File: src/rtl/ffe_ram.sv
`timescale 1ns / 1ps
// Single-port synchronous RAM with a registered read; read data held between reads.
// Used for the canvas and the coordinate stack; no dependencies.
module ffe_ram #(
  parameter int DEPTH = 16,
  parameter int WIDTH = 8,
  localparam int AW = (DEPTH > 1) ? $clog2(DEPTH) : 1
) (
  input  logic             clk,
  input  logic             we,
  input  logic             re,
  input  logic [AW-1:0]    addr,
  input  logic [WIDTH-1:0] wdata,
  output logic [WIDTH-1:0] rdata
);

  logic [WIDTH-1:0] mem [DEPTH];

  always_ff @(posedge clk) begin
    if (we) begin
      mem[addr] <= wdata;
    end
  end

  always_ff @(posedge clk) begin
    if (re) begin
      rdata <= mem[addr];
    end
  end

endmodule

File: config.mk
export PLATFORM = sky130hd
export DESIGN_NAME = ffe_ram
export DESIGN_NICKNAME = d
export VERILOG_FILES = /design/src/rtl/ffe_ram.sv
export SDC_FILE = /design/constraint.sdc
export NUM_CORES = 1
export LEC_CHECK = 0
export BUFFER_PORTS_ARGS = -buffer_cell sky130_fd_sc_hd__clkbuf_2
export CORE_ASPECT_RATIO = 1.4
export CORE_UTILIZATION = 47
export DETAILED_ROUTE_END_ITERATION = 8
export MAX_ROUTING_LAYER = met4
export RECOVER_POWER = 25
export SYNTH_ARGS = -nofsm -noshare
export SYNTH_HDL_FRONTEND = slang
export SYNTH_SLANG_ARGS = --single-unit
File: constraint.sdc
create_clock -name clk -period 4.1 [get_ports clk]
set_input_delay 0.82 -clock clk [delete_from_list [all_inputs] [get_ports clk]]
set_output_delay 0.82 -clock clk [all_outputs]
set_load 0.01 [all_outputs]
==> impl_metrics.json, run 1 <==
{
  "status": "finished, final reports clean",
  "r2r_cells": 3,
  "fin_area_um2": 6120,
  "cts.sinks": 136,
  "overflow": 0,
  "drtPass1Iterations": 4,
  "dpl_cell_area_um2": 5470,
  "start_util": 0.490,
  "drc": 0,
  "track_usage": 0.195,
  "cts_tree": "done",
  "post-route-min-period_ps": 2270,
  "maxCapViolations": 0,
  "yosysMostFrequentCell": "edfxtp_1",
  "cts_resized": 0,
  "die_y_um": 126,
  "syn_to_final_growth_pct": 18.9,
  "avgSynthCellArea_um2": 22.4,
  "grt_pass1_wl_mm": 15.0,
  "viasPerCell": 5.55,
  "clkTransAtPathRegs_ps": 50,
  "num_vias": 2353,
  "htreeDepth": 4,
  "fin_crit_sh": 0.554,
  "async_reset_ff_frac": 0,
  "ys_top_cells_by_count": "edfxtp_1, mux4_2, a22oi_1",
  "crit_fanout": 28,
  "total_power_mw": 3.39,
  "critPathCaptureType": "flop",
  "n_fill_cell": 747,
  "grt_max_degree": 29,
  "synth.net_count": 245,
  "routed_wirelength_mm": 9.65,
  "synth_top_area_frac": 0.793,
  "stdcell_count": 424,
  "nNetsFinal": 288,
  "netlist_instances": 230,
  "max-clock-path-buffers": 2,
  "routedWlPerCell_um": 22.8,
  "dp.cells": 392,
  "finalWeightedCongestion": 0.753,
  "dieWidth_um": 90.4,
  "synth_area_leader_cell": "edfxtp_1",
  "min_path_cells": 3,
  "antenna_left": 0,
  "netlist_area_um2": 5150,
  "criticalPathCategory": "in -> reg",
  "antenna_cells": 0,
  "power_density_nw_per_um2": 555,
  "drive_above_1_share": 0.322,
  "rows": 44,
  "portBuffers": 22,
  "dieArea_um2": 11400,
  "holdCritStartpoint": "mem[15][1]",
  "setup_tns_ps": 0,
  "ctsRootBufferMaster": "clkbuf_16",
  "synth_compound_area_frac": 0.0233,
  "yosysWarnings": 0,
  "synthSimpleGateAreaFrac": 0.0316,
  "worstPathArrival_ps": 2310,
  "setup_ws_ps": 1830,
  "synth.area.mux_share": 0.140,
  "post-route-util": 0.582,
  "max_freq_mhz": 441,
  "p_leak_nw": 2.01,
  "synth_top_family_by_area": "multiplexers",
  "hold_class": "reg -> reg",
  "dpl_worst_slack_ps": 1370,
  "cts_setup_buffers": 0,
  "worstSkewPairLatency_ps": 410,
  "ys_seq_area_frac": 0.793,
  "cts_buffers": 17,
  "worst_r2r_startpoint": "mem[3][4]",
  "synthXorXnorAreaFrac": 0,
  "synthAdderAreaFrac": 0,
  "initialDrtViolationCount": 250,
  "yosysUniqueCellTypes": 17,
  "skew_ps": 12.0,
  "r2r_end": "rdata[4]",
  "finalHoldViolCount": 0,
  "synth_edf_count": 136,
  "report.final.setup_viol": 0,
  "rsz0062_at_grt": "no",
  "worstSetupStartpointType": "input pin",
  "antenna_found_initial": 0,
  "holdBufCountCts": 0,
  "worst_pin_slew_ps": 798,
  "dp_hpwl_mm": 6.34,
  "ys_seq_elements": 136,
  "r2r_slack_ps": 2620,
  "synth_flop_cell": "edfxtp_1",
  "crit_required_ps": 4140,
  "whs_ps": 748,
  "relSlewSlack": 0.466,
  "boundaryPins": 23,
  "min_to": "rdata[1]",
  "finalMaxSlewViolations": 0,
  "first_global_vias": 2546,
  "yosys-top-cells-area": "edfxtp_1, mux4_2, a22oi_1, nor2_1, nand2_1",
  "vdd_drop_max_uv": 327,
  "coreArea_um2": 10500
}
[critical path, stage by stage]
cell	delay, ps
clkbuf_2	440
nand2b_1	380
nor2_1	650
[final cells by class]
type / instances / area (µm²) / share of cell area
multi-input cells: 83 / 1000 / 0.164
well taps: 138 / 173 / 0.0282
repair buffers: 35 / 201 / 0.0329
clock inverters: 14 / 228 / 0.0372
clock buffers: 18 / 429 / 0.0701
flip-flops and latches: 136 / 4080 / 0.667
[worst max-delay path by stage]
stage | start | to | slack [ps]
final | addr[1] | mem[5][4] | 1830
after global routing | addr[1] | mem[2][2] | 1680
after CTS | addr[1] | mem[2][2] | 1760
after detailed placement | addr[1] | mem[5][7] | 1370
after global placement | addr[0] | rdata[0] | 1380
after floorplan | addr[2] | mem[0][0] | 1790
[registers in the layout (all words and copies together), names as in the netlist]
register,flops
mem,128
rdata,8
[where the power goes]
| group | internal [mW] | leakage, nW | switching (mW) |
|---|---|---|---|
| combinational | 0.0570 | 0.453 | 0.0820 |
| clock | 1.13 | 0.319 | 0.544 |
| sequential | 1.57 | 1.24 | 0.00899 |
[cells in the final DEF (no fill, tap or decap), drive strengths merged]
cell type  Yosys  routed
edfxtp       136     136
clkbuf         3      40
mux4          32      32
a22oi         16      16
nor2          13      13
buf            8      13
nand2          9       9
bufinv         0       6
clkinv         0       6
nor3           4       4
nor2b          2       2
nand3b         2       2
nand2b         2       2
and2           1       1
nand3          1       1
or3b           1       1
inv            0       1
clkinvlp       0       1
[cell families after synthesis]
family                 after synthesis
DFF                                136
and+or+nand+nor                     35
muxes                               32
AOI/OAI and AO/OA                   16
buffers and inverters               11
[metal layers]
layer	routed length, µm	GRT usage
met1	3970	0.241
met2	5130	0.307
met3	296	0.0417
met4	248	0.0977
met5	0	-
(Power assumes the default switching activity.)
==> run 2: changes to the inputs <==
==> constraint.sdc (replaced) <==
create_clock -name clk -period 2.2 [get_ports clk]
set_input_delay 0.44 -clock clk [delete_from_list [all_inputs] [get_ports clk]]
set_output_delay 0.44 -clock clk [all_outputs]
set_load 0.01 [all_outputs]
==> run 2 against run 1 <==
Effect of this change:
- cell count rose by 2.4%
- largest power group is now sequential cells
- total power increased by 74%
- worst setup slack got worse by 1200 ps
- critical path depth is 3 higher
- largest cell class unchanged
- clock power is 61% higher
- cell area rose by 0.49%
- hold slack worse by 300 ps
- global-route usage shrank 0.16 points
==> impl_metrics.json, run 2 (same netlist as run 1, synthesis figures left out) <==
{
  "grt_pass1_wl_mm": 15.0,
  "skew_ps": 7.31,
  "layout_commonest_cell": "edfxtp_1",
  "report.final.setup_viol": 0,
  "r2r_cells": 3,
  "worstPathArrival_ps": 1760,
  "fin_crit_sh": 0.730,
  "p_leak_nw": 2.04,
  "status": "finished, final reports clean",
  "crit_required_ps": 2360,
  "final_cell_mix": "edfxtp_1, mux4_2, buf_4",
  "viasPerCell": 5.51,
  "overflow": 0,
  "portBuffers": 22,
  "first_global_vias": 2589,
  "post-route-min-period_ps": 1610,
  "finalHoldViolCount": 0,
  "top_regs": "mem (128), rdata (8)",
  "cts_tree": "done",
  "clkTransAtPathRegs_ps": 50,
  "dieArea_um2": 11400,
  "criticalPathCategory": "in -> reg",
  "boundaryPins": 23,
  "rows": 44,
  "min_to": "rdata[5]",
  "dp_hpwl_mm": 6.33,
  "ctsRootBufferMaster": "clkbuf_16",
  "grt_max_degree": 40,
  "worst_pin_slew_ps": 641,
  "total_power_mw": 5.92,
  "antenna_left": 0,
  "holdCritStartpoint": "re",
  "num_vias": 2390,
  "htreeDepth": 4,
  "nNetsFinal": 299,
  "relSlewSlack": 0.572,
  "cts_setup_buffers": 0,
  "drc": 0,
  "worstSetupStartpointType": "input pin",
  "finalMaxSlewViolations": 0,
  "die_y_um": 126,
  "r2r_slack_ps": 720,
  "critPathCaptureType": "flop",
  "routed_wirelength_mm": 9.47,
  "finalWeightedCongestion": 0.767,
  "holdBufCountCts": 0,
  "routedWlPerCell_um": 21.8,
  "top_register": "mem",
  "maxCapViolations": 0,
  "worstSkewPairLatency_ps": 410,
  "antenna_cells": 0,
  "antenna_found_initial": 0,
  "track_usage": 0.194,
  "whs_ps": 446,
  "power_density_nw_per_um2": 962,
  "rsz0062_at_grt": "no",
  "coreArea_um2": 10500,
  "hold_class": "in -> reg",
  "max-clock-path-buffers": 2,
  "initialDrtViolationCount": 164,
  "r2r_end": "rdata[7]",
  "drive_above_1_share": 0.338,
  "largest_reg_flops": 128,
  "dieWidth_um": 90.4,
  "crit_fanout": 19,
  "min_path_cells": 1,
  "drtPass1Iterations": 4,
  "max_freq_mhz": 623,
  "start_util": 0.490,
  "cts_resized": 0,
  "worst_r2r_startpoint": "mem[3][7]",
  "setup_tns_ps": 0,
  "cts_buffers": 17,
  "cts.sinks": 136,
  "vdd_drop_max_uv": 625,
  "syn_to_final_growth_pct": 19.4
}
-- run 2: changes by cell type in the layout (fill, tap and decap cells not counted) --
cell       previous run  this run
buf_4                13        21
clkinv_1              2         3
clkbuf_1              6         7
buf_12                0         3
inv_6                 1         0
bufinv_16             6         3
clkinv_2              3         5
clkinv_4              1         0
-- run 2: worst max-delay path by stage --
stage                      to     from  slack, ps  cells past startpoint
floorplan           mem[0][0]  addr[2]        270                      2
global placement     rdata[5]  addr[0]        210                      6
detailed placement   rdata[5]  addr[0]        140                      6
CTS                  rdata[5]  addr[0]        580                      6
global route         rdata[5]  addr[0]        500                      6
finish               rdata[5]  addr[0]        590                      6
-- run 2: worst max-delay path, stage by stage --
cell      delay, ps
clkbuf_2        150
buf_12          210
buf_4           170
mux4_2          500
a22oi_1         220
nand2_1          70
-- run 2: stage by stage --
step	utilization	setup slack [ps]	instance area, µm²	instances
floorplan	-	267	5150	230
global placement	0.531	209	5590	403
detailed placement	0.531	143	5590	403
CTS	0.585	578	6150	434
global route	0.585	502	6150	434
finish	0.585	595	6150	434
-- run 2: layout make-up --
| cell class | instances | area, µm² |
|---|---|---|
| Tap cell | 138 | 173 |
| Clock inverter | 12 | 134 |
| Fill cell | 778 | 4370 |
| Multi-Input combinational cell | 83 | 1000 |
| Clock buffer | 19 | 433 |
| Timing Repair Buffer | 46 | 322 |
| Sequential cell | 136 | 4080 |
-- run 2: power by group --
part,switching (mW),internal (mW),total [mW]
Sequential,0.0150,2.92,2.94
Clock,0.957,1.75,2.71
Combinational,0.155,0.120,0.274
Total,1.13,4.79,5.92
-- run 2: layer usage --
layer	up-vias	routed length, µm	global-route usage
met2	53	5160	0.327
met1	1247	3740	0.217
met4	0	218	0.0806
met3	15	353	0.0525
met5	-	0	-
li1	1075	-	-
