### config.mk
export PLATFORM = sky130hd
export DESIGN_NAME = ffe_ctrl_flat
export DESIGN_NICKNAME = d
export VERILOG_FILES = /design/src/rtl/ffe_pkg.sv /design/src/rtl/ffe_if.sv /design/src/rtl/ffe_ctrl.sv /design/src/flat_wrapper.sv
export SDC_FILE = /design/constraint.sdc
export NUM_CORES = 1
export LEC_CHECK = 0
export ABC_AREA = 1
export BUFFER_PORTS_ARGS = -buffer_cell sky130_fd_sc_hd__clkbuf_2
export CORE_AREA = 8 8 130 132
export DETAILED_ROUTE_END_ITERATION = 8
export DIE_AREA = 0 0 138 140
export PLACE_DENSITY = 0.93
export SETUP_SLACK_MARGIN = 0.1
export SLEW_MARGIN = 20
export SYNTH_ARGS = -nofsm -noshare
export SYNTH_HDL_FRONTEND = slang
export SYNTH_SLANG_ARGS = --single-unit
### constraint.sdc
create_clock -name clk -period 5.5 [get_ports clk]
set_clock_uncertainty 0.15 [all_clocks]
set_input_delay 0.275 -clock clk [delete_from_list [all_inputs] [get_ports clk]]
set_output_delay 0.275 -clock clk [all_outputs]
set_load 0.005 [all_outputs]
### src/rtl/ffe_pkg.sv
`timescale 1ns / 1ps
// Shared types and codes for the flood fill engine.
// No dependencies; every other file but ffe_ram imports this package.
package ffe_pkg;

  localparam int COLOR_W   = 32;
  localparam int OP_W      = 2;
  localparam int XIN_W     = 8;
  localparam int STATUS_W  = 2;
  localparam int DIM_REG_W = 9;
  localparam int CFG_IDX_W = 4;

  localparam logic [OP_W-1:0] OP_WRITE = 2'd0;
  localparam logic [OP_W-1:0] OP_READ  = 2'd1;
  localparam logic [OP_W-1:0] OP_FILL  = 2'd2;

  localparam logic [STATUS_W-1:0] STAT_OK       = 2'd0;
  localparam logic [STATUS_W-1:0] STAT_RANGE    = 2'd1;
  localparam logic [STATUS_W-1:0] STAT_OVERFLOW = 2'd2;

  localparam logic [CFG_IDX_W-1:0] CFG_WIDTH  = 4'd0;
  localparam logic [CFG_IDX_W-1:0] CFG_HEIGHT = 4'd1;

  localparam logic [DIM_REG_W-1:0] DIM_RESET = 9'd256;

  // Neighbor push order
  localparam logic [1:0] DIR_XP = 2'd0;
  localparam logic [1:0] DIR_XM = 2'd1;
  localparam logic [1:0] DIR_YP = 2'd2;
  localparam logic [1:0] DIR_YM = 2'd3;

  typedef enum logic [2:0] {
    S_IDLE,
    S_READ,
    S_SEED,
    S_POP,
    S_LOAD,
    S_CHECK,
    S_PUSH
  } state_t;

  typedef struct packed {
    logic [COLOR_W-1:0]  read_color;
    logic [STATUS_W-1:0] status;
  } res_t;

endpackage

### src/rtl/ffe_if.sv
`timescale 1ns / 1ps
// Handshake channels of the flood fill engine: command, response, configuration.
// Depends on ffe_pkg for field widths.
interface ffe_cmd_if import ffe_pkg::*; ();
  logic                valid;
  logic                ready;
  logic [OP_W-1:0]     op;
  logic [XIN_W-1:0]    x_coord;
  logic [XIN_W-1:0]    y_coord;
  logic [COLOR_W-1:0]  pixel_color;

  modport source (output valid, op, x_coord, y_coord, pixel_color, input ready);
  modport sink   (input valid, op, x_coord, y_coord, pixel_color, output ready);
endinterface


### src/rtl/ffe_ctrl.sv
`timescale 1ns / 1ps
// Sequencer: pixel write/read and the stack-driven flood fill over the canvas RAM.
// Depends on ffe_pkg and ffe_if (ffe_cmd_if).
module ffe_ctrl import ffe_pkg::*; #(
  parameter int MAX_DIM     = 256,
  parameter int STACK_DEPTH = 4096,
  localparam int CW  = $clog2(MAX_DIM),
  localparam int DW  = CW + 1,
  localparam int CAW = 2 * CW,
  localparam int SAW = $clog2(STACK_DEPTH),
  localparam int LW  = $clog2(STACK_DEPTH + 1)
) (
  input  logic               clk,
  input  logic               rst,
  ffe_cmd_if.sink            cmd,
  input  logic [DW-1:0]      w_eff,
  input  logic [DW-1:0]      h_eff,
  output logic               canvas_we,
  output logic               canvas_re,
  output logic [CAW-1:0]     canvas_addr,
  output logic [COLOR_W-1:0] canvas_wdata,
  input  logic [COLOR_W-1:0] canvas_rdata,
  output logic               stack_we,
  output logic               stack_re,
  output logic [SAW-1:0]     stack_addr,
  output logic [CAW-1:0]     stack_wdata,
  input  logic [CAW-1:0]     stack_rdata,
  output logic               res_push,
  output res_t               res,
  input  logic               res_space
);

  state_t             state, state_next;
  logic [COLOR_W-1:0] fill_color, fill_color_next;
  logic [COLOR_W-1:0] target, target_next;
  logic [CW-1:0]      cur_x, cur_x_next;
  logic [CW-1:0]      cur_y, cur_y_next;
  logic [LW-1:0]      level, level_next;
  logic [1:0]         dir, dir_next;

  logic               acc;
  logic               cmd_inside;
  logic [CW-1:0]      cmd_x;
  logic [CW-1:0]      cmd_y;
  logic [LW-1:0]      level_dec;
  logic               stack_full;
  logic [CW-1:0]      pop_x;
  logic [CW-1:0]      pop_y;
  logic               pop_inside;
  logic               nbr_ok;
  logic [CW-1:0]      nbr_x;
  logic [CW-1:0]      nbr_y;

  assign cmd.ready  = (state == S_IDLE) && res_space;
  assign acc        = cmd.valid && cmd.ready;
  assign cmd_inside = (32'(cmd.x_coord) < 32'(w_eff)) && (32'(cmd.y_coord) < 32'(h_eff));
  assign cmd_x      = CW'(cmd.x_coord);
  assign cmd_y      = CW'(cmd.y_coord);
  assign level_dec  = level - LW'(1);
  assign stack_full = (level == LW'(STACK_DEPTH));
  assign pop_x      = stack_rdata[CW-1:0];
  assign pop_y      = stack_rdata[CAW-1:CW];
  assign pop_inside = (DW'(pop_x) < w_eff) && (DW'(pop_y) < h_eff);

  always_comb begin
    nbr_x = cur_x;
    nbr_y = cur_y;
    unique case (dir)
      DIR_XP: begin
        nbr_ok = (DW'(cur_x) + DW'(1)) < w_eff;
        nbr_x  = cur_x + CW'(1);
      end
      DIR_XM: begin
        nbr_ok = (cur_x != '0);
        nbr_x  = cur_x - CW'(1);
      end
      DIR_YP: begin
        nbr_ok = (DW'(cur_y) + DW'(1)) < h_eff;
        nbr_y  = cur_y + CW'(1);
      end
      default: begin
        nbr_ok = (cur_y != '0);
        nbr_y  = cur_y - CW'(1);
      end
    endcase
  end

  always_ff @(posedge clk) begin
    if (rst) begin
      state  <= S_IDLE;
      level  <= '0;
      target <= '0;
    end else begin
      state  <= state_next;
      level  <= level_next;
      target <= target_next;
    end
  end

  always_ff @(posedge clk) begin
    fill_color <= fill_color_next;
    cur_x      <= cur_x_next;
    cur_y      <= cur_y_next;
    dir        <= dir_next;
  end

  always_comb begin
    state_next      = state;
    fill_color_next = fill_color;
    target_next     = target;
    cur_x_next      = cur_x;
    cur_y_next      = cur_y;
    level_next      = level;
    dir_next        = dir;
    canvas_we       = 1'b0;
    canvas_re       = 1'b0;
    canvas_addr     = {cur_y, cur_x};
    canvas_wdata    = fill_color;
    stack_we        = 1'b0;
    stack_re        = 1'b0;
    stack_addr      = level[SAW-1:0];
    stack_wdata     = {cur_y, cur_x};
    res_push        = 1'b0;
    res.read_color  = '0;
    res.status      = STAT_OK;

    unique case (state)
      S_IDLE: begin
        canvas_addr  = {cmd_y, cmd_x};
        canvas_wdata = cmd.pixel_color;
        if (acc) begin
          priority if (cmd.op == OP_WRITE) begin
            canvas_we  = cmd_inside;
            res_push   = 1'b1;
            res.status = cmd_inside ? STAT_OK : STAT_RANGE;
          end else if (cmd.op == OP_READ || cmd.op == OP_FILL) begin
            if (cmd_inside) begin
              canvas_re       = 1'b1;
              cur_x_next      = cmd_x;
              cur_y_next      = cmd_y;
              fill_color_next = cmd.pixel_color;
              state_next      = (cmd.op == OP_READ) ? S_READ : S_SEED;
            end else begin
              res_push   = 1'b1;
              res.status = STAT_RANGE;
            end
          end else begin
            res_push = 1'b1;
          end
        end
      end

      S_READ: begin
        if (res_space) begin
          res_push       = 1'b1;
          res.read_color = canvas_rdata;
          state_next     = S_IDLE;
        end
      end

      S_SEED: begin
        target_next = canvas_rdata;
        if (canvas_rdata == fill_color) begin
          if (res_space) begin
            res_push   = 1'b1;
            state_next = S_IDLE;
          end
        end else begin
          stack_we   = 1'b1;
          stack_addr = '0;
          level_next = LW'(1);
          state_next = S_POP;
        end
      end

      S_POP: begin
        stack_addr = level_dec[SAW-1:0];
        if (level == '0) begin
          if (res_space) begin
            res_push   = 1'b1;
            state_next = S_IDLE;
          end
        end else begin
          stack_re   = 1'b1;
          level_next = level_dec;
          state_next = S_LOAD;
        end
      end

      S_LOAD: begin
        cur_x_next  = pop_x;
        cur_y_next  = pop_y;
        canvas_addr = stack_rdata;
        if (pop_inside) begin
          canvas_re  = 1'b1;
          state_next = S_CHECK;
        end else begin
          state_next = S_POP;
        end
      end

      S_CHECK: begin
        if (canvas_rdata == target) begin
          canvas_we  = 1'b1;
          dir_next   = DIR_XP;
          state_next = S_PUSH;
        end else begin
          state_next = S_POP;
        end
      end

      S_PUSH: begin
        stack_wdata = {nbr_y, nbr_x};
        if (nbr_ok && stack_full) begin
          // Overflow: drop the stack and report
          if (res_space) begin
            res_push   = 1'b1;
            res.status = STAT_OVERFLOW;
            level_next = '0;
            state_next = S_IDLE;
          end
        end else begin
          if (nbr_ok) begin
            stack_we   = 1'b1;
            level_next = level + LW'(1);
          end
          dir_next = dir + 2'd1;
          if (dir == DIR_YM) begin
            state_next = S_POP;
          end
        end
      end

      default: begin
        state_next = S_IDLE;
      end
    endcase
  end

endmodule

### src/flat_wrapper.sv
// flat-port wrapper written by rule: the top's interface ports become plain ports
module ffe_ctrl_flat import ffe_pkg::*;
#(
  parameter int MAX_DIM     = 256,
  parameter int STACK_DEPTH = 4096,
  localparam int CW  = $clog2(MAX_DIM),
  localparam int DW  = CW + 1,
  localparam int CAW = 2 * CW,
  localparam int SAW = $clog2(STACK_DEPTH),
  localparam int LW  = $clog2(STACK_DEPTH + 1)
)
  (clk, rst, w_eff, h_eff, canvas_we, canvas_re, canvas_addr, canvas_wdata, canvas_rdata, stack_we, stack_re, stack_addr, stack_wdata, stack_rdata, res_push, res, res_space, cmd_valid, cmd_op, cmd_x_coord, cmd_y_coord, cmd_pixel_color, cmd_ready);
  ffe_cmd_if cmd_i ();
  input  logic clk;
  input  logic rst;
  input  logic [DW-1:0] w_eff;
  input  logic [DW-1:0] h_eff;
  output logic canvas_we;
  output logic canvas_re;
  output logic [CAW-1:0] canvas_addr;
  output logic [COLOR_W-1:0] canvas_wdata;
  input  logic [COLOR_W-1:0] canvas_rdata;
  output logic stack_we;
  output logic stack_re;
  output logic [SAW-1:0] stack_addr;
  output logic [CAW-1:0] stack_wdata;
  input  logic [CAW-1:0] stack_rdata;
  output logic res_push;
  output res_t res;
  input  logic res_space;
  input wire logic [$bits(cmd_i.valid)-1:0] cmd_valid;
  input wire logic [$bits(cmd_i.op)-1:0] cmd_op;
  input wire logic [$bits(cmd_i.x_coord)-1:0] cmd_x_coord;
  input wire logic [$bits(cmd_i.y_coord)-1:0] cmd_y_coord;
  input wire logic [$bits(cmd_i.pixel_color)-1:0] cmd_pixel_color;
  output wire logic [$bits(cmd_i.ready)-1:0] cmd_ready;
  assign cmd_i.valid = cmd_valid;
  assign cmd_i.op = cmd_op;
  assign cmd_i.x_coord = cmd_x_coord;
  assign cmd_i.y_coord = cmd_y_coord;
  assign cmd_i.pixel_color = cmd_pixel_color;
  assign cmd_ready = cmd_i.ready;
  ffe_ctrl #(.MAX_DIM(MAX_DIM), .STACK_DEPTH(STACK_DEPTH)) u_core (.clk(clk), .rst(rst), .cmd(cmd_i), .w_eff(w_eff), .h_eff(h_eff), .canvas_we(canvas_we), .canvas_re(canvas_re), .canvas_addr(canvas_addr), .canvas_wdata(canvas_wdata), .canvas_rdata(canvas_rdata), .stack_we(stack_we), .stack_re(stack_re), .stack_addr(stack_addr), .stack_wdata(stack_wdata), .stack_rdata(stack_rdata), .res_push(res_push), .res(res), .res_space(res_space));
endmodule
==> impl_results.md <==
- Fin. max-slew vios: 0
- Die width: ~140 µm
- Worst-Skew Late Latency: around 360 ps
- Post-CTS Setup Repair Bufs: 0
- Post-synthesis sequential area ratio: between 20 and 30%
- TNS Setup: 0 ps
- Dpl hpwl: 20700 µm
- TritonCTS Buffers: 9
- # setup viols final: 0
- Crit start category: flip-flop
- Slowest cell delay on critical path: 410 ps
- RD Place Congestion: 0.958
- Ys Warns: 0
- Worst EP required: about 5100 ps
- Root Buffer: clkbuf_16
- Primary FF master, synth: edfxtp_1
- Largest net degree at the start of global routing: 49
- Routed len/inst: between 15 and 20 µm
- Switch Pwr: between 0.6 and 0.7 mW
- Area Growth Syn to Fin: 22.9%
- Critical Path Most Common Cell: nand3_1
- Drt total wl: approximately 28000 µm
- Grt total ovfl: 0
- Routed Antenna Nets: 0
- Cell leakage power: approximately 5.3 nW
- Crit path cell chain: inv_1, nor3_1, nand3_1, nor3_1, xor2_1, ha_1, nand2_1, nor2_1, nand3_1, nand4_1, nand3_1, nand4_1, nand3_1, nand2_1, nand3_1, clkbuf_2
- Max-slew headroom: a little under a third
- Post-synth ARST share: 0%
- Peak Freq: between 200 and 300 MHz
- Syn_nets: roughly 1400
- Layout cell share with drive strength beyond 1: roughly 20%
- CTS sink cnt: 98
- H-tree levels: 3
- Final Cycle Share: about 65%
- Utilization after layout: about 70%
- Crit Path Category: reg2out
- Area contributors post-synth: edfxtp_1 18%, nand2_1 15%, dfxtp_1 11%, ha_1 10%, nor2_1 7.8%
- DRT Pass-1 Iters: 5
- Pwr Total: ~2 mW
- #FFs+latches synth: 98
- Nets: 1689
- Hold Buf Count CTS: 33
- Total GRT Usage: 27.6%
- Post-synthesis instance area: roughly 8400 µm²
- Top-area cell type share of the netlist area: between 15 and 20%
- Int Power: about 1.3 mW
- CTS tree: built
- Max VDD drop: about 0.18 mV
- RSZ-0062 raised after global routing: false
- Port Buffer Count: 235
- Crit end category: output port
- Rows: 45
- Core Region: 14900 µm²
- Max Cap Viol: 0
- Chip height: approximately 140 µm
- Arr. time, crit path: 3160 ps
- Switching part of the total: approximately 34%
- Ports: 236
- First-pass GRT wire length: between 40000 and 50000 µm
- Initial Util: a little under three fifths
- Final hold violations: 0
- Actual slew at the worst max-slew pin: a little over 1000 ps
- PD cells: 196 nW/µm²
- Crit-path max FO: 4
- DR DRC count: 0
- Register share of total power: 41.3%
- Clock transition at path regs: 80 ps
- Hold Path Class: in2reg
- Crit path max-delay family: simple AND/OR/NAND/NOR gates
- First DRT Iteration DRCs: 724
- Synthesized area per cell: 6.77 µm²
- Top post-synthesis cells by count: 334 x nand2_1, 176 x nor2_1, 144 x inv_1
- Critical path buffers and inverters: 2
- CP max-delay cell: edfxtp_1
- Die ar.: slightly below 20000 µm²
- Worst slack at placement: about 2300 ps
- Total number of vias: about 9400
- Final WS setup: 1910 ps
- Post-synth EDFFs: 50
- Cell accounting for the most synthesized area: edfxtp_1
- Clk network pwr share: approximately 31%
- CTS resizes: 0
- Antenna violations before repair: 2
- Mapped Cells: between 1000 and 1500
- Tmin final: roughly 3600 ps
- Vias per cell: about 5.6
- Vias in the first global route: 9182
- Comb power frac: between 20% and 30%
- CTS Buffer Depth: 2
- Outcome: finished clean
- Post-synthesis cell type count: 46
- Top-count cell post-synth: nand2_1
==> cells by family after synthesis <==
family | Yosys count | synth area share [%]
xor gates and xnor gates | 64 | 6.64
DFF | 98 | 29.2
adders and majority gates | 72 | 10.9
and+or+nand+nor | 608 | 30.5
buffers and inverters | 194 | 8.88
AOI/OAI and AO/OA | 211 | 13.9
==> flip-flops by register name (all words and copies together) (netlist names) <==
signal,count
u_core.cur_y,8
u_core.cur_x,8
u_core.level,13
u_core.dir,2
u_core.target,32
u_core.fill_color,32
u_core.state,3
==> path summary, 6_finish.rpt <==
path               startpoint               endpoint  cells after the start  slack (ps)
max           u_core.cur_x[1]               res_push                     16        1910
min          canvas_rdata[25]      u_core.target[25]                      3          60
max reg2reg   u_core.state[0]  u_core.fill_color[10]                      7        2290
min reg2reg  u_core.target[0]       u_core.target[0]                      2         390
==> through the flow <==
| stage | instance area [µm²] | std cells | hold slack [ps] |
|---|---|---|---|
| floorplan | 8440 | 1247 | 194 |
| global placement | 9740 | 1641 | 317 |
| detailed placement | 9740 | 1641 | 319 |
| CTS | 10400 | 1690 | 60.3 |
| global route | 10400 | 1692 | 94.3 |
| finish | 10400 | 1692 | 63.5 |
==> cells in the final DEF (no fill, tap or decap), types with 3 or more instances in the layout <==
| master | n |
|---|---|
| nand2_1 | 334 |
| clkbuf_2 | 235 |
| nor2_1 | 174 |
| inv_1 | 144 |
| o21ai_0 | 110 |
| ha_1 | 70 |
| a21oi_1 | 55 |
| edfxtp_1 | 50 |
| dfxtp_1 | 48 |
| nand3_1 | 44 |
| xnor2_1 | 43 |
| dlygate4sd3_1 | 33 |
| xor2_1 | 21 |
| inv_2 | 16 |
| o221ai_1 | 16 |
| nand4_1 | 13 |
| nor3_1 | 9 |
| clkbuf_16 | 9 |
| nor2_4 | 7 |
| nand2_2 | 6 |
| o31ai_1 | 5 |
| o211ai_1 | 5 |
| a31oi_1 | 4 |
| o22ai_1 | 4 |
| o21ai_1 | 4 |
| nand3_2 | 3 |
| nor3_4 | 3 |
| nor2_2 | 3 |
| clkinvlp_4 | 3 |
| buf_4 | 3 |
==> power groups by stage <==
| stage | combinational (mW) | clock (mW) | sequential (mW) |
|---|---|---|---|
| floorplan | 0.328 | 0 | 0.848 |
| global placement | 0.512 | 0 | 0.853 |
| detailed placement | 0.528 | 0 | 0.854 |
| CTS | 0.551 | 0.630 | 0.838 |
| global route | 0.623 | 0.657 | 0.844 |
| finish | 0.559 | 0.634 | 0.839 |
==> area by class of cell <==
cell class / instances / area [µm²]
timing repair buffer: 271 / 1530
tap: 188 / 235
clock inverter: 7 / 60.1
inverter: 162 / 608
antenna: 2 / 5.00
multi-input combinational: 955 / 5240
fill: 1210 / 4500
sequential: 98 / 2460
clock buffer: 9 / 225
==> worst min-delay path: stages <==
cell,delay (ps)
clkbuf_2,130
nor2_1,60
nor2_1,80
==> metal layers <==
metal  global-route usage, %  share of wire, %  wire length, µm  vias to the layer above
met2                    48.8                49            13600                      483
met1                    31.2                39            10700                     4299
met4                    13.4               3.5              971                        0
met5                       0                 0                0                        -
li1                        -                 -                -                     4557
met3                    5.61               8.2             2250                       72
Note: power is estimated with default switching activity, not from simulation.
