**config.mk**
```make
export PLATFORM = sky130hd
export DESIGN_NAME = ffe_outq_flat
export DESIGN_NICKNAME = d
export VERILOG_FILES = /design/src/rtl/ffe_pkg.sv /design/src/rtl/ffe_if.sv /design/src/rtl/ffe_outq.sv /design/src/flat_wrapper.sv
export SDC_FILE = /design/constraint.sdc
export NUM_CORES = 1
export LEC_CHECK = 0
export ABC_AREA = 1
export BUFFER_PORTS_ARGS = -buffer_cell sky130_fd_sc_hd__buf_2
export CAP_MARGIN = 20
export CORE_MARGIN = 2
export CORE_UTILIZATION = 30
export CTS_CLUSTER_DIAMETER = 60
export DETAILED_ROUTE_END_ITERATION = 10
export SYNTH_ARGS = -nofsm -noshare
export SYNTH_HDL_FRONTEND = slang
export SYNTH_SLANG_ARGS = --single-unit
```
**constraint.sdc**
```tcl
create_clock -name clk -period 4.5 [get_ports clk]
set_clock_uncertainty 0.15 [all_clocks]
set_input_delay 0.225 -clock clk [delete_from_list [all_inputs] [get_ports clk]]
set_output_delay 0.225 -clock clk [all_outputs]
set_load 0.02 [all_outputs]
```
**src/rtl/ffe_pkg.sv**
```systemverilog
`timescale 1ns / 1ps
// Shared types and codes for the flood fill engine.
// No dependencies; every other file but ffe_ram imports this package.
package ffe_pkg;

  localparam int COLOR_W   = 32;
  localparam int OP_W      = 2;
  localparam int XIN_W     = 8;
  localparam int STATUS_W  = 2;
  localparam int DIM_REG_W = 9;
  localparam int CFG_IDX_W = 4;

  localparam logic [OP_W-1:0] OP_WRITE = 2'd0;
  localparam logic [OP_W-1:0] OP_READ  = 2'd1;
  localparam logic [OP_W-1:0] OP_FILL  = 2'd2;

  localparam logic [STATUS_W-1:0] STAT_OK       = 2'd0;
  localparam logic [STATUS_W-1:0] STAT_RANGE    = 2'd1;
  localparam logic [STATUS_W-1:0] STAT_OVERFLOW = 2'd2;

  localparam logic [CFG_IDX_W-1:0] CFG_WIDTH  = 4'd0;
  localparam logic [CFG_IDX_W-1:0] CFG_HEIGHT = 4'd1;

  localparam logic [DIM_REG_W-1:0] DIM_RESET = 9'd256;

  // Neighbor push order
  localparam logic [1:0] DIR_XP = 2'd0;
  localparam logic [1:0] DIR_XM = 2'd1;
  localparam logic [1:0] DIR_YP = 2'd2;
  localparam logic [1:0] DIR_YM = 2'd3;

  typedef enum logic [2:0] {
    S_IDLE,
    S_READ,
    S_SEED,
    S_POP,
    S_LOAD,
    S_CHECK,
    S_PUSH
  } state_t;

  typedef struct packed {
    logic [COLOR_W-1:0]  read_color;
    logic [STATUS_W-1:0] status;
  } res_t;

endpackage

```
**src/rtl/ffe_if.sv**
```systemverilog


interface ffe_rsp_if import ffe_pkg::*; ();
  logic                valid;
  logic                ready;
  logic [COLOR_W-1:0]  read_color;
  logic [STATUS_W-1:0] status;

  modport source (output valid, read_color, status, input ready);
  modport sink   (input valid, read_color, status, output ready);
endinterface


```
**src/rtl/ffe_outq.sv**
```systemverilog
`timescale 1ns / 1ps
// Two-entry response queue between the sequencer and the response channel.
// Depends on ffe_pkg (res_t) and ffe_if (ffe_rsp_if).
module ffe_outq import ffe_pkg::*; (
  input  logic          clk,
  input  logic          rst,
  input  logic          push,
  input  res_t          res,
  output logic          space,
  ffe_rsp_if.source     rsp
);

  res_t       slot0;
  res_t       slot1;
  logic [1:0] count;
  logic       pop;

  assign pop            = rsp.valid && rsp.ready;
  assign space          = (count != 2'd2);
  assign rsp.valid      = (count != 2'd0);
  assign rsp.read_color = slot0.read_color;
  assign rsp.status     = slot0.status;

  always_ff @(posedge clk) begin
    if (rst) begin
      count <= 2'd0;
    end else begin
      unique case ({push, pop})
        2'b10:   count <= count + 2'd1;
        2'b01:   count <= count - 2'd1;
        default: count <= count;
      endcase
    end
  end

  // A push never meets a full queue, so push with pop only happens at one entry.
  always_ff @(posedge clk) begin
    unique case ({push, pop})
      2'b10: begin
        if (count == 2'd0) begin
          slot0 <= res;
        end else begin
          slot1 <= res;
        end
      end
      2'b01: begin
        slot0 <= slot1;
      end
      2'b11: begin
        slot0 <= res;
      end
      default: begin
        slot0 <= slot0;
      end
    endcase
  end

endmodule

```
**src/flat_wrapper.sv**
```systemverilog
// flat-port wrapper written by rule: the top's interface ports become plain ports
module ffe_outq_flat import ffe_pkg::*;
  (clk, rst, push, res, space, rsp_valid, rsp_read_color, rsp_status, rsp_ready);
  ffe_rsp_if rsp_i ();
  input  logic clk;
  input  logic rst;
  input  logic push;
  input  res_t res;
  output logic space;
  output wire logic [$bits(rsp_i.valid)-1:0] rsp_valid;
  output wire logic [$bits(rsp_i.read_color)-1:0] rsp_read_color;
  output wire logic [$bits(rsp_i.status)-1:0] rsp_status;
  input wire logic [$bits(rsp_i.ready)-1:0] rsp_ready;
  assign rsp_valid = rsp_i.valid;
  assign rsp_read_color = rsp_i.read_color;
  assign rsp_status = rsp_i.status;
  assign rsp_i.ready = rsp_ready;
  ffe_outq u_core (.clk(clk), .rst(rst), .push(push), .res(res), .space(space), .rsp(rsp_i));
endmodule
```
==> Implementation_results.wiki, run 1 <==
{| class="wikitable"
! Metric !! Value
|-
| Area of the mapped netlist || 2660 sq um
|-
| Clock sinks || 70
|-
| Critical path peak fanout || 37
|-
| Post-Syn Area per Cell || 13.0 sq um
|-
| Max-slew violations || 0
|-
| Post-synthesis sequential element count || 70
|-
| Worst path max stage delay || 0.69 ns
|-
| H-tree levels || 3
|-
| Global-route wire length before repair || 8360 um
|-
| Routed len/inst || 11.9 um
|-
| Filler instances || 834
|-
| Clock buffers created by TritonCTS || 9
|-
| Type of element launching the critical path || flop
|-
| Net Count, Synth || 245
|-
| Clock-pin slew of the registers on the worst-case setup and hold paths || 0.07 ns
|-
| HPWL Detailed || 3110 um
|-
| Static leakage || 1.57 nW
|-
| Critical Path Sink Type || flop
|-
| Power density of the placed cells || 434 nW/um^2
|-
| CP dominant cell by count || nand2_1
|-
| Detail Route met3 WL || 347 um
|-
| Global route overflow || 0
|-
| Area enclosed by the die boundary || 9650 sq um
|-
| Flop pwr share || 54.1%
|-
| Worst IR Drop VDD || 176 uV
|-
| Area share of the largest cell type after synthesis || 76.7%
|-
| Antenna violations before repair || 0
|-
| Highest-delay cell along the critical path || ha_2
|-
| Required @ worst endpoint || 4.58 ns
|-
| Highest metal layer used by the detailed router || met4
|-
| Delay-heaviest family, CP || adder cells
|-
| Post-DR vias/cell || 4.09
|-
| TNS Setup || 0 ns
|-
| Met1 layer wirelength in the final routing || 2280 um
|-
| Worst min path class || input pin to flop
|-
| Buffers on Ports || 73
|-
| Horizontal extent of the die || 98.2 um
|-
| Bufs and invs on worst path || 3
|-
| Final hold viol count || 0
|-
| Worst path setup slack after routing || 2.06 ns
|-
| Setup repair after global routing missed its margin || false
|-
| Multi-input logic area || 500 sq um
|-
| Post-DRT Antenna Nets || 0
|-
| Worst setup path category || flop to flop
|-
| Gates resized, CTS repair || 0
|-
| Commonest non-fill, non-tap cells in the layout || 107 x nand2_1, 73 x buf_2, 68 x edfxtp_1, 35 x dlygate4sd3_1, 9 x clkbuf_8
|-
| Share of the yosys chip area belonging to registers || 78.2%
|-
| Number of remaining DRC errors || 0
|-
| Clock tree root buffer cell || clkbuf_8
|-
| Placeable core region || 8680 sq um
|-
| Combinational fraction of design power || 19.7%
|-
| Share of cells above drive strength 1 || 29.2%
|-
| Effective utilization at floorplan || 30.7%
|-
| Yosys warns || 0
|-
| Detailed Routing Iterations Pass 1 || 4
|-
| GP Congestion || 0.697
|-
| Outcome || finished, final reports clean
|-
| Setup slack at placement || 2.03 ns
|-
| Wire length on met2 || 2430 um
|-
| Actual transition at the worst max-transition pin || 0.997 ns
|-
| Post-layout min period || 2.44 ns
|-
| TritonCTS clock tree || done
|-
| Detailed-route wire length || 5110 um
|-
| Die outline height || 98.2 um
|-
| Post-synth cell types || 14
|-
| Sequential cell area || 2080 sq um
|-
| Via count of the first global-routing pass || 1781
|-
| Number of max-cap violations || 0
|-
| Net Sw Frac || 28.5%
|-
| Period Utilization, post-route || 54.1%
|-
| Final Net Count || 358
|-
| Leading post-synthesis cells by cell area || edfxtp_1 77%, nand2_1 15%, buf_6 1.7%
|-
| Top Ports || 74
|-
| Tightest slew margin relative to the limit || 33.3%
|-
| Post-synthesis cell count || 205
|-
| Detailed-route via count || 1758
|-
| Switching pwr || 0.000451 W
|-
| Cell type contributing the most total cell area after synthesis || edfxtp_1
|-
| Clk buf depth || 2
|-
| # rows || 34
|-
| Setup-failing EPs final || 0
|-
| Crit path DAT || 2.51 ns
|-
| Clock latency reported for the late side of the worst-skew pair || 0.33 ns
|-
| Leading cell type in the layout, fill and taps excluded || nand2_1
|-
| Max Freq || 410 MHz
|-
| Internal power || 0.00113 W
|-
| Area delta synth->final || 37.1%
|-
| Crit path cell chain || nor2_1, inv_1, nand2_1, inv_1, ha_2, inv_6, nand2_1, nand4_1, nand2_1, nor2_2
|-
| Global-route usage over all layers || 11.3%
|-
| Number of violations reported at the end of detailed-routing iteration 0 || 52
|-
| Clock share of power || 26.3%
|-
| Ant. Diodes || 0
|-
| Pin count of the biggest net entering global routing || 38
|}
==> repair_timing <==
action                                 CTS  global route
hold buffers                            35             0
endpoints found under the hold margin   36             0
setup endpoints to repair                0             0
buffers inserted                         0             0
==> power groups by stage <==
stage / clock [W] / combinational [W] / sequential, W
finish: 0.000416 / 0.000311 / 0.000857
global placement: 0 / 0.000276 / 0.000871
detailed placement: 0 / 0.000282 / 0.000874
CTS: 0.000433 / 0.000306 / 0.000861
floorplan: 0 / 0.000104 / 0.000950
global route: 0.000468 / 0.000344 / 0.000867
==> cell usage after synthesis <==
cell      number
buf_4          3
inv_1          7
a21oi_1        1
buf_6          4
nand2_2        1
o21ai_0        2
nor2_2         1
inv_6          1
edfxtp_1      68
dfxtp_1        2
nand2_1      107
ha_1           2
nand4_1        1
nor2_1         5
==> routing by layer <==
| layer | GRT usage [%] | vias to the layer above |
|---|---|---|
| met4 | 4.11 | 0 |
| met5 | 0 | - |
| met2 | 18.7 | 52 |
| li1 | - | 904 |
| met3 | 4.29 | 5 |
| met1 | 13.6 | 797 |
==> final cells by class <==
type / count / share of cell area (%)
Timing Repair Buffer: 109 / 20.4
Tap cell: 108 / 3.70
Multi-Input combinational cell: 120 / 13.7
Sequential cell: 70 / 57.0
Clock inverter: 5 / 0.754
Clock buffer: 10 / 3.50
Inverter: 8 / 0.960
==> tightest hold or removal path, cell delays in order <==
cell and delay (ns):
buf_2 0.11, inv_1 0.11, ha_2 0.21, a21oi_1 0.06
==> flip-flops by register name, indices dropped and copies added, names as in the netlist <==
signal and flops:
u_core.rsp.read_color 32, u_core.count 2, u_core.rsp.status 2, u_core.slot1 34
==> per-stage QoR <==
| step | hold WS (ns) | power, W | area (sq um) | util [%] | cells |
|---|---|---|---|---|---|
| after floorplan | 0.174 | 0.00105 | 2660 | - | 205 |
| after global placement | 0.268 | 0.00115 | 3120 | 35.9 | 379 |
| after detailed placement | 0.269 | 0.00116 | 3120 | 35.9 | 379 |
| after CTS | 0.245 | 0.00160 | 3620 | 41.8 | 429 |
| after global routing | 0.260 | 0.00168 | 3650 | 42.1 | 430 |
| final | 0.270 | 0.00158 | 3650 | 42.1 | 430 |
==> worst paths after layout <==
| check | startpoint | end | slack [ns] | depth (start not counted) |
|---|---|---|---|---|
| max | u_core.count[1] | u_core.count[1] | 2.06 | 10 |
| min | push | u_core.count[0] | 0.27 | 4 |
| max reg2reg | u_core.count[1] | u_core.count[1] | 2.06 | 10 |
| min reg2reg | u_core.slot1[12] | u_core.rsp.read_color[10] | 0.36 | 2 |
==> logic make-up (layout without fill, tap and decap cells) <==
family / after synthesis / in the layout / synth area share [%]
flops: 70 / 70 / 78.2
simple gates: 115 / 115 / 16.5
compound gates: 3 / 3 / 0.563
buf+inv: 15 / 132 / 3.85
fa+ha+maj: 2 / 2 / 0.939
(Power assumes the default switching activity.)
==> run 2, diff against run 1 <==
==> constraint.sdc (replaced) <==
create_clock -name clk -period 2.4 [get_ports clk]
set_clock_uncertainty 0.15 [all_clocks]
set_input_delay 0.12 -clock clk [delete_from_list [all_inputs] [get_ports clk]]
set_output_delay 0.12 -clock clk [all_outputs]
set_load 0.02 [all_outputs]
==> run 2 against run 1 <==
  * Via count rose by 2.4%
  * Core utilization rose by 0.55 points
  * Count of clock-buffer cells in the layout rose by 2
  * Critical endpoint is now u_core.rsp.read_color[25]
  * Register-to-register slack got worse by 1.7 ns
  * Final cell count rose by 1.2%
==> Implementation_results.wiki, run 2 (synthesis gave the netlist of run 1 again) <==
{| class="wikitable"
! Metric !! Value
|-
| Outcome || finished, final reports clean
|-
| Count of cells along the worst hold path || 4
|-
| Post-Place Cell Area || 3160 sq um
|-
| Area delta synth->final || 38.8%
|-
| Power density of the placed cells || 833 nW/um^2
|-
| Commonest non-fill, non-tap cells in the layout || 107 x nand2_1, 73 x buf_2, 68 x edfxtp_1, 35 x dlygate4sd3_1, 9 x clkbuf_8
|-
| Worst path max stage delay || 0.39 ns
|-
| Final hold viol count || 0
|-
| Number of violations reported at the end of detailed-routing iteration 0 || 41
|-
| Static leakage || 1.59 nW
|-
| Type of element launching the critical path || flop
|-
| Placeable core region || 8680 sq um
|-
| Util after Layout || 42.6%
|-
| Critical path peak fanout || 35
|-
| Cell count of the worst reg-to-reg path || 8
|-
| Buffer count from post-CTS setup fixing || 0
|-
| Max-slew violations || 0
|-
| TritonCTS clock tree || done
|-
| Clock latency reported for the late side of the worst-skew pair || 0.33 ns
|-
| GP Congestion || 0.725
|-
| Share of cells above drive strength 1 || 29.7%
|-
| Period Utilization, post-route || 84.4%
|-
| Clk buf depth || 2
|-
| Global-route wire length before repair || 8430 um
|-
| Worst IR Drop VDD || 351 uV
|-
| Actual transition at the worst max-transition pin || 0.396 ns
|-
| Pin count of the biggest net entering global routing || 36
|-
| Die outline height || 98.2 um
|-
| Setup slack at placement || 0.0737 ns
|-
| Routed len/inst || 12.0 um
|-
| Area enclosed by the die boundary || 9650 sq um
|-
| Highest-delay cell along the critical path || dfxtp_1
|-
| Detailed-route wire length || 5240 um
|-
| Horizontal extent of the die || 98.2 um
|-
| HPWL Detailed || 3380 um
|-
| Critical Path Sink Type || flop
|-
| TNS Setup || 0 ns
|-
| Leading cell type in the layout, fill and taps excluded || nand2_1
|-
| Global route overflow || 0
|-
| Antenna violations before repair || 0
|-
| Clock-pin slew of the registers on the worst-case setup and hold paths || 0.07 ns
|-
| Post-DR vias/cell || 4.14
|-
| Worst setup path category || flop to flop
|-
| Buffers on Ports || 73
|-
| Post-DRT Antenna Nets || 0
|-
| Final Net Count || 362
|-
| Number of max-cap violations || 0
|-
| Via count of the first global-routing pass || 1785
|-
| Tightest slew margin relative to the limit || 73.6%
|-
| Setup repair after global routing missed its margin || false
|-
| Global-route usage over all layers || 11.3%
|-
| Worst path setup slack after routing || 0.374 ns
|-
| CP dominant cell by count || nand2_1
|-
| Post-layout min period || 2.03 ns
|-
| # rows || 34
|-
| Clock tree root buffer cell || clkbuf_8
|-
| Detailed Routing Iterations Pass 1 || 4
|-
| Number of flip-flops under the largest register name || 34
|-
| Required @ worst endpoint || 2.34 ns
|-
| Crit path DAT || 1.97 ns
|-
| Filler instances || 843
|-
| Worst min path class || input pin to flop
|-
| Detailed-route via count || 1801
|-
| Effective utilization at floorplan || 30.7%
|-
| Setup-failing EPs final || 0
|-
| Crit path cell chain || nor2_1, inv_1, nand2_1, inv_1, ha_4, inv_6, nand2_1, nand2_1
|-
| Clock sinks || 70
|-
| Hold_ws || 0.164 ns
|-
| Max Freq || 493 MHz
|-
| Top Ports || 74
|-
| H-tree levels || 3
|-
| Ant. Diodes || 0
|-
| Clock buffers created by TritonCTS || 9
|-
| Number of remaining DRC errors || 0
|-
| Design area || 3700 sq um
|-
| Top reg by flops || u_core.slot1
|}
==> run 2: per-layer routing <==
layer | global-route usage, % | part of all wire [%]
met5 | 0 | 0
met4 | 4.64 | 1.9
met3 | 4.15 | 6.5
met2 | 18.4 | 48
met1 | 13.7 | 44
==> run 2: where the power goes <==
part           total (W)  internal, W  leakage, nW  switching [W]
registers        0.00160      0.00156        0.661      0.0000420
logic           0.000586     0.000199        0.839       0.000387
clock network   0.000890     0.000478       0.0904       0.000412
==> run 2: critical path, delay by kind of cell (launching register included) <==
kind	cells	cell delay, ns
simple gates	4	0.40
flops	1	0.39
fa+ha+maj	1	0.39
buf+inv	3	0.43
==> run 2: area by class of cell <==
type	count	area, sq um	area share (%)
Clock buffer	12	135	3.65
Multi-Input combinational cell	120	510	13.8
Clock inverter	4	47.5	1.29
Sequential cell	70	2080	56.3
Inverter	8	35.0	0.947
Tap cell	108	135	3.65
Timing Repair Buffer	113	753	20.4
==> run 2: worst paths after layout <==
kind | startpoint | to | slack, ns
worst min register to register | u_core.slot1[19] | u_core.rsp.read_color[17] | 0.37
worst max register to register | u_core.count[0] | u_core.rsp.read_color[25] | 0.37
worst min-delay path | push | u_core.count[0] | 0.16
worst max-delay path | u_core.count[0] | u_core.rsp.read_color[25] | 0.37
==> run 2: per-stage QoR <==
stage / total power (W) / std cells
5_1_grt: 0.00324 / 435
3_3_place_gp: 0.00217 / 384
4_1_cts: 0.00312 / 435
3_5_place_dp: 0.00218 / 384
2_1_floorplan: 0.00197 / 205
6_report: 0.00308 / 435
==> run 2: timing repair <==
| item | in CTS | in global routing |
|---|---|---|
| hold endpoints to repair | 70 | 0 |
| setup endpoints to repair | 0 | 35 |
| hold buffers | 35 | 0 |
| gates resized for setup | 0 | 1 |
==> run 3, diff against run 2 <==
==> constraint.sdc (replaced) <==
create_clock -name clk -period 1.8 [get_ports clk]
set_clock_uncertainty 0.15 [all_clocks]
set_input_delay 0.09 -clock clk [delete_from_list [all_inputs] [get_ports clk]]
set_output_delay 0.09 -clock clk [all_outputs]
set_load 0.02 [all_outputs]
==> run 3 against run 2 <==
  * Routed wire length is 5.6% higher
  * Via count rose by 1.1%
  * First-iteration DRC count grew 2.4%
  * Critical path depth increased by 3
  * Power increased by 37%
  * Worst hold slack worse by 0.055 ns
  * Fmax up 17%
  * Largest cell class unchanged
==> Implementation_results.wiki, run 3 (synthesis gave the netlist of run 1 again) <==
{| class="wikitable"
! Metric !! Value
|-
| Worst min path class || input pin to flop
|-
| Antenna violations before repair || 0
|-
| # rows || 34
|-
| Worst IR Drop VDD || 422 uV
|-
| Global-route usage over all layers || 11.7%
|-
| Pin count of the biggest net entering global routing || 36
|-
| Final hold viol count || 0
|-
| Non-filler cells in the finished layout || 436
|-
| Number of violations reported at the end of detailed-routing iteration 0 || 42
|-
| Post-layout min period || 1.72 ns
|-
| HPWL Detailed || 3580 um
|-
| Max Freq || 580 MHz
|-
| Effective utilization at floorplan || 30.7%
|-
| Area enclosed by the die boundary || 9650 sq um
|-
| Placed cell count || 386
|-
| Number of max-cap violations || 0
|-
| Outcome || finished, final reports clean
|-
| Number of remaining DRC errors || 0
|-
| Filler instances || 838
|-
| TritonCTS clock tree || done
|-
| Clock-pin slew of the registers on the worst-case setup and hold paths || 0.07 ns
|-
| Crit path cell chain || nor2_4, inv_4, nand2_4, inv_1, ha_4, buf_12, nand2_2, nand2_1, nor2_1, nor2_1, nor2_2
|-
| Type of element launching the critical path || flop
|-
| Setup-failing EPs final || 0
|-
| Multi-input logic area || 538 sq um
|-
| Post-DRT Antenna Nets || 0
|-
| Buffers on Ports || 73
|-
| Top reg by flops || u_core.slot1
|-
| Ant. Diodes || 0
|-
| Worst path setup slack after routing || 0.0754 ns
|-
| Horizontal extent of the die || 98.2 um
|-
| Final Net Count || 364
|-
| Required @ worst endpoint || 1.88 ns
|-
| Clock latency reported for the late side of the worst-skew pair || 0.34 ns
|-
| Placeable core region || 8680 sq um
|-
| Critical Path Sink Type || flop
|-
| Static leakage || 1.63 nW
|-
| Highest-delay cell along the critical path || dfxtp_1
|-
| Hold_ws || 0.109 ns
|-
| Tightest slew margin relative to the limit || 85.3%
|-
| Actual transition at the worst max-transition pin || 0.221 ns
|-
| Global-route wire length before repair || 8620 um
|-
| Die outline height || 98.2 um
|-
| Bufs and invs on worst path || 3
|-
| Share of cells above drive strength 1 || 32.0%
|-
| H-tree levels || 3
|-
| Post-DR vias/cell || 4.18
|-
| Worst path max stage delay || 0.44 ns
|-
| Routed len/inst || 12.7 um
|-
| Via count of the first global-routing pass || 1849
|-
| TNS Setup || 0 ns
|-
| Buffer count from post-CTS setup fixing || 0
|-
| Worst setup path category || flop to flop
|-
| Detailed Routing Iterations Pass 1 || 4
|-
| Top Ports || 74
|-
| Area delta synth->final || 43.0%
|-
| Leading cell type in the layout, fill and taps excluded || nand2_1
|-
| GP Congestion || 0.694
|-
| Global route overflow || 0
|-
| Power density of the placed cells || 1100 nW/um^2
|-
| Commonest non-fill, non-tap cells in the layout || 106 x nand2_1, 73 x buf_2, 68 x edfxtp_1, 35 x dlygate4sd3_1, 9 x clkbuf_8
|-
| Period Utilization, post-route || 95.8%
|-
| Total power draw || 0.00421 W
|-
| Clock sinks || 70
|-
| CP dominant cell by count || nor2_1
|-
| Max-slew violations || 0
|-
| Delay-heaviest family, CP || simple AND/OR/NAND/NOR gates
|-
| Flop-to-flop setup slack || 0.08 ns
|-
| Setup slack at placement || 0.0547 ns
|-
| Crit path DAT || 1.81 ns
|-
| Number of flip-flops under the largest register name || 34
|-
| Sequential cell area || 2090 sq um
|-
| Critical path peak fanout || 18
|-
| Clk buf depth || 2
|-
| Detailed-route wire length || 5530 um
|-
| Detailed-route via count || 1821
|-
| Clock tree root buffer cell || clkbuf_8
|-
| Clock buffers created by TritonCTS || 9
|}
## run 3: layer usage
layer / share of wire, % / global-route usage [%]
met1: 43 / 13.4
met2: 49 / 20.0
met3: 5.5 / 4.01
met4: 2.0 / 5.27
met5: 0 / 0
## run 3: tightest hold or removal path, stage by stage
cell     delay [ns]
buf_2          0.11
nand2_4        0.07
inv_1          0.09
ha_4           0.15
a21oi_1        0.05
## run 3: cell type report
class | instances | area share [%]
Multi-Input combinational cell | 120 | 14.1
Tap cell | 108 | 3.55
Inverter | 8 | 1.05
Clock inverter | 5 | 1.35
Timing Repair Buffer | 115 | 21.8
Sequential cell | 70 | 54.8
Clock buffer | 10 | 3.35
## run 3: power by group
| group | total [W] | switching (W) | internal, W |
|---|---|---|---|
| clock | 0.00118 | 0.000560 | 0.000623 |
| sequential | 0.00215 | 0.0000649 | 0.00208 |
| combinational | 0.000875 | 0.000545 | 0.000330 |
## run 3: worst paths after layout
kind	start	to	cells after the start
setup / recovery	u_core.count[1]	u_core.count[1]	11
hold reg to reg	u_core.slot1[22]	u_core.rsp.read_color[20]	2
setup reg to reg	u_core.count[1]	u_core.count[1]	11
hold / removal	rsp_ready	u_core.count[0]	5
## run 3: what timing repair did
action	in CTS	in global routing
endpoints found under the hold margin	70	0
setup endpoints to repair	0	1
hold buffers	35	0
gates resized for setup	0	2
## run 3: through the flow
stage,cell area (sq um),util (%)
2_1_floorplan,2720,-
3_3_place_gp,3270,37.6
3_5_place_dp,3270,37.6
4_1_cts,3800,43.7
5_1_grt,3810,43.9
6_report,3810,43.9
